File: src/hdl/swes_pkg.sv
`default_nettype none
// ----------------------------------------------------------------------------
// swes_pkg: shared types and constants of the sliding window event statistics
// Holds the store depth, derived widths, command and kind codes, and the word
// types that cross the block's ports and its internal units.
// ----------------------------------------------------------------------------
package swes_pkg;

  // Store geometry.
  localparam int DEPTH  = 1024;
  localparam int IDX_W  = $clog2(DEPTH);
  localparam int OCC_W  = $clog2(DEPTH + 1);
  // A latency sum holds at most DEPTH values of 32 bits.
  localparam int SUM_W  = 32 + IDX_W;
  // Rounded dividend is the sum plus half the count, one bit wider.
  localparam int DIVD_W = SUM_W + 1;
  localparam int DCNT_W = $clog2(DIVD_W);

  localparam logic [31:0] WINDOW_RESET = 32'd30000;

  // Command codes.
  localparam logic [1:0] CMD_ADD    = 2'd0;
  localparam logic [1:0] CMD_PRUNE  = 2'd1;
  localparam logic [1:0] CMD_REPORT = 2'd2;

  // Event kinds; the latency kinds have the top bit set.
  localparam logic [1:0] EV_MEM_WR = 2'd0;
  localparam logic [1:0] EV_MEM_RD = 2'd1;
  localparam logic [1:0] EV_LAT_RD = 2'd2;
  localparam logic [1:0] EV_LAT_WR = 2'd3;

  // Report kinds.
  localparam logic [1:0] RPT_MEAN_RD = 2'd0;
  localparam logic [1:0] RPT_MEAN_WR = 2'd1;
  localparam logic [1:0] RPT_CNT_RD  = 2'd2;
  localparam logic [1:0] RPT_CNT_WR  = 2'd3;

  typedef struct packed {
    logic [1:0]  cmd;
    logic [31:0] now_ms;
    logic [1:0]  event_kind;
    logic [31:0] event_value;
    logic [1:0]  report_kind;
  } in_word_t;

  typedef struct packed {
    logic [31:0] answer;
    logic        dropped;
  } out_word_t;

  typedef struct packed {
    logic [1:0]  kind;
    logic [31:0] stamp;
    logic [31:0] value;
  } entry_t;

  typedef struct packed {
    logic              start;
    logic [DIVD_W-1:0] dividend;
    logic [OCC_W-1:0]  divisor;
  } div_req_t;

endpackage : swes_pkg
`default_nettype wire

File: src/hdl/swes_div.sv
`default_nettype none
// ----------------------------------------------------------------------------
// swes_div: restoring divider, one quotient bit per cycle
// Divides the rounded latency sum by the sample count. Done pulses for one
// cycle once all quotient bits are formed. The divisor must not be zero.
// ----------------------------------------------------------------------------
module swes_div
  import swes_pkg::*;
(
  input  wire logic              clk,
  input  wire logic              rst_n,
  input  wire div_req_t          req,
  output logic                   done,
  output logic [DIVD_W-1:0]      quotient
);

  logic              busy_r, busy_nxt;
  logic              done_r, done_nxt;
  logic [DCNT_W-1:0] cnt_r, cnt_nxt;
  logic [DIVD_W-1:0] quo_r, quo_nxt;
  logic [OCC_W-1:0]  rem_r, rem_nxt;
  logic [OCC_W-1:0]  dvs_r, dvs_nxt;
  logic [OCC_W:0]    rem_sh;
  logic              fits;

  always_comb begin
    rem_sh   = {rem_r, quo_r[DIVD_W-1]};
    fits     = rem_sh >= {1'b0, dvs_r};
    busy_nxt = busy_r;
    done_nxt = 1'b0;
    cnt_nxt  = cnt_r;
    quo_nxt  = quo_r;
    rem_nxt  = rem_r;
    dvs_nxt  = dvs_r;
    if (req.start) begin
      busy_nxt = 1'b1;
      cnt_nxt  = DCNT_W'(DIVD_W - 1);
      quo_nxt  = req.dividend;
      rem_nxt  = '0;
      dvs_nxt  = req.divisor;
    end else if (busy_r) begin
      quo_nxt = {quo_r[DIVD_W-2:0], fits};
      rem_nxt = fits ? OCC_W'(rem_sh - {1'b0, dvs_r}) : OCC_W'(rem_sh);
      cnt_nxt = cnt_r - DCNT_W'(1);
      if (cnt_r == '0) begin
        busy_nxt = 1'b0;
        done_nxt = 1'b1;
      end
    end
  end

  always_ff @(posedge clk) begin
    if (!rst_n) begin
      busy_r <= 1'b0;
      done_r <= 1'b0;
    end else begin
      busy_r <= busy_nxt;
      done_r <= done_nxt;
    end
  end

  always_ff @(posedge clk) begin
    cnt_r <= cnt_nxt;
    quo_r <= quo_nxt;
    rem_r <= rem_nxt;
    dvs_r <= dvs_nxt;
  end

  assign done     = done_r;
  assign quotient = quo_r;

endmodule : swes_div
`default_nettype wire

File: config.mk
export PLATFORM = sky130hd
export DESIGN_NAME = swes_div
export DESIGN_NICKNAME = d
export VERILOG_FILES = /design/src/hdl/swes_pkg.sv /design/src/hdl/swes_div.sv
export SDC_FILE = /design/constraint.sdc
export NUM_CORES = 1
export LEC_CHECK = 0
export BUFFER_PORTS_ARGS = -buffer_cell sky130_fd_sc_hd__buf_2
export CORE_ASPECT_RATIO = 0.5
export CORE_UTILIZATION = 45
export DETAILED_ROUTE_END_ITERATION = 8
export GPL_TIMING_DRIVEN = 0
export PLACE_DENSITY = 0.71
export SYNTH_ARGS = -nofsm -noshare
export SYNTH_HDL_FRONTEND = slang
export SYNTH_SLANG_ARGS = --single-unit
File: constraint.sdc
create_clock -name clk -period 5.5 [get_ports clk]
set_clock_uncertainty 0.05 [all_clocks]
set_input_delay 0 -clock clk [delete_from_list [all_inputs] [get_ports clk]]
set_output_delay 0 -clock clk [all_outputs]
set_load 0.05 [all_outputs]
==> results_dict.tcl <==
set metrics [dict create \
    grt_pass1_wl_um 13800 \
    gp_congestion 0.885 \
    hpwl_um 5720 \
    ant_nets 0 \
    die_w_um 128 \
    grt.overflow.total 0 \
    core-area_um2 7490 \
    clock_latency_ps 340 \
    diodes 0 \
    cts.path.max_buffers 2 \
    synth-seq-cells 73 \
    synth-edff-count 54 \
    floorplan.initialDensity 0.477 \
    seqCellArea_um2 2000 \
    slowest_delay_ps 890 \
    fillers 561 \
    portBuffers 100 \
    yosys_warnings 0 \
    syn_avg_cell_area_um2 12.7 \
    synthArstFlopShare 0 \
    hold_violations 0 \
    fmax_ghz 0.390 \
    ys_seq_area_frac 0.561 \
    synth_cells 281 \
    slew_viol_final 0 \
    multiInputGateArea_um2 1450 \
    track_usage 0.224 \
    dr.pass1.iters 5 \
    synth_top_area_frac 0.454 \
    worst-setup-path-type "flop to flop" \
    synth_area_leader_cell "edfxtp_1" \
    report.final.setup_viol 0 \
    drc 0 \
    grt_pass1_vias 2938 \
    tns_ps 0 \
    max_slew_margin 0.331 \
    crit_path_start_kind "flop" \
    drt-wirelength-per-cell_um 15.7 \
    status "finished clean" \
    fp.dieArea_um2 8310 \
    cp-end-kind "flop" \
    whs_ps 25.4 \
    min_path_type "input pin to flop" \
    tritoncts "done" \
    synthFlopType "edfxtp_1" \
    cts.sinks 73 \
    drive_above_1_share 0.361 \
    first_iter_violations 160 \
    synth_cell_type_count 44 \
    powerDensity_nw_per_um2 332 \
    nNetsFinal 518 \
    cts-root-buf "clkbuf_16" \
    cts-resized-gates 0 \
    syn_to_final_growth_pct 41.1 \
    dieHeight_um 65.0 \
    crit_chain "clkbuf_1 > clkbuf_1 > or2_2" \
    cpMostUsedCell "clkbuf_1" \
    min_period_over_period 0.466 \
    required_ps 5410 \
    wl_um 8790 \
    worst_pin_slew_ps 1000 \
    grt_max_degree 44 \
    synth_area_um2 3570 \
    max-vdd-ir-drop_mv 0.198 \
    htreeDepth 3 \
    cpMaxStageDelayCell "or2_2" \
    synth.area.top_cells "edfxtp_1 (45%), mux2_2 (14%), dfxtp_1 (11%)" \
    power.leakage_nw 2.09 \
    arrival_ps 2470 \
    antenna_found_initial 0 \
    core.rowCount 22 \
    clkTransAtPathRegs_ps 60 \
    rsz0062_at_grt "false" \
    cap_violations 0 \
    path_max_fanout 43 \
    viasPerCell 5.15 \
    vias 2884 \
    period_needed_ps 2560 \
    cts_buffers 9 \
    syn_nets 352 \
    io_pins 101 \
]
==> metrics by stage <==
| step | cell area (um2) | utilization | cells | setup WS (ps) | total power [mW] |
|---|---|---|---|---|---|
| after global routing | 5030 | 0.672 | 560 | 2750 | 1.74 |
| final | 5030 | 0.672 | 560 | 2940 | 1.67 |
| after global placement | 4200 | 0.561 | 489 | 2980 | 1.07 |
| after CTS | 5030 | 0.672 | 560 | 2910 | 1.68 |
| after detailed placement | 4200 | 0.561 | 489 | 2920 | 1.09 |
| after floorplan | 3570 | - | 281 | 2930 | 0.988 |
==> cells in the mapped netlist, drive strengths merged (3+ instances only) <==
| library cell | n |
|---|---|
| or3 | 3 |
| ha | 13 |
| nand3 | 4 |
| inv | 16 |
| nor4 | 4 |
| edfxtp | 54 |
| mux2 | 43 |
| o211ai | 3 |
| buf | 7 |
| nand2 | 13 |
| clkbuf | 5 |
| nor2b | 3 |
| o21ai | 12 |
| mux2i | 7 |
| dfxtp | 19 |
| a21oi | 8 |
| nor2 | 18 |
| nor3 | 4 |
| nand2b | 7 |
| a211oi | 7 |
| xnor2 | 8 |
==> report_power, final <==
part	switching (mW)	internal (mW)
clock network	0.214	0.346
registers	0.0305	0.656
logic	0.265	0.162
total	0.510	1.16
==> state kept, by name, indices dropped and copies added, names as in the netlist <==
| name | flops |
|---|---|
| rem_r | 11 |
| dvs_r | 11 |
| done | 1 |
| busy_r | 1 |
| quotient | 43 |
| cnt_r | 6 |
==> worst paths after layout <==
kind / start / slack [ps] / to / cells after the start
worst min-delay path: req[54] / 30 / dvs_r[0]$_DFFE_PP_ / 1
worst min register to register: rem_r[4]$_SDFFE_PP0P_ / 470 / rem_r[4]$_SDFFE_PP0P_ / 2
worst max register to register: busy_r$_SDFF_PN0_ / 2940 / quotient[14]$_DFFE_PP_ / 3
worst max-delay path: busy_r$_SDFF_PN0_ / 2940 / quotient[14]$_DFFE_PP_ / 3
==> area by class of cell <==
class / count / area share
Multi-Input combinational cell: 180 / 0.289
Tap cell: 108 / 0.0268
Sequential cell: 73 / 0.398
Clock buffer: 11 / 0.0462
Timing Repair Buffer: 155 / 0.209
Inverter: 16 / 0.0119
Buffer: 12 / 0.0107
Clock inverter: 5 / 0.00920
==> timing repair <==
action                                 4_1_cts  5_1_grt
hold buffers                                55        0
endpoints found under the hold margin       56        0
buffers inserted                             0        0
==> per-layer routing <==
layer	vias up	wire length, um	part of all wire	GRT usage
li1	1381	-	-	-
met1	1392	3510	0.40	0.234
met2	89	4640	0.53	0.411
met3	22	386	0.044	0.0801
met4	0	261	0.030	0.0956
met5	-	0	0	0
==> logic make-up (layout without fill, tap and decap cells) <==
group | count (synthesis) | in the layout | share of synthesized area
simple gates | 65 | 65 | 0.0968
flops | 73 | 73 | 0.561
mux | 50 | 50 | 0.155
fa+ha+maj | 14 | 14 | 0.0512
buf+inv | 28 | 199 | 0.0319
xor+xnor | 9 | 9 | 0.0221
compound gates | 42 | 42 | 0.0817
==> cells in the final DEF, fill, tap and decap left out, types with 4 or more instances in the layout <==
| master | count |
|---|---|
| o21ai_0 | 8 |
| inv_1 | 16 |
| edfxtp_1 | 54 |
| mux2i_1 | 7 |
| xnor2_1 | 8 |
| buf_1 | 5 |
| dfxtp_1 | 19 |
| nor3_1 | 4 |
| dlygate4sd3_1 | 55 |
| a211oi_1 | 7 |
| clkbuf_16 | 9 |
| ha_1 | 13 |
| clkbuf_1 | 7 |
| nand2_1 | 13 |
| mux2_2 | 43 |
| nand2b_1 | 7 |
| nor2_1 | 18 |
| buf_2 | 101 |
| a21oi_1 | 8 |
==> critical path: cells and delay by family (launching register included) <==
family	cells	cell delay, ps
buffers and inverters	2	820
DFF	1	420
and+or+nand+nor	1	890
Power figures use the tool's default switching activity.
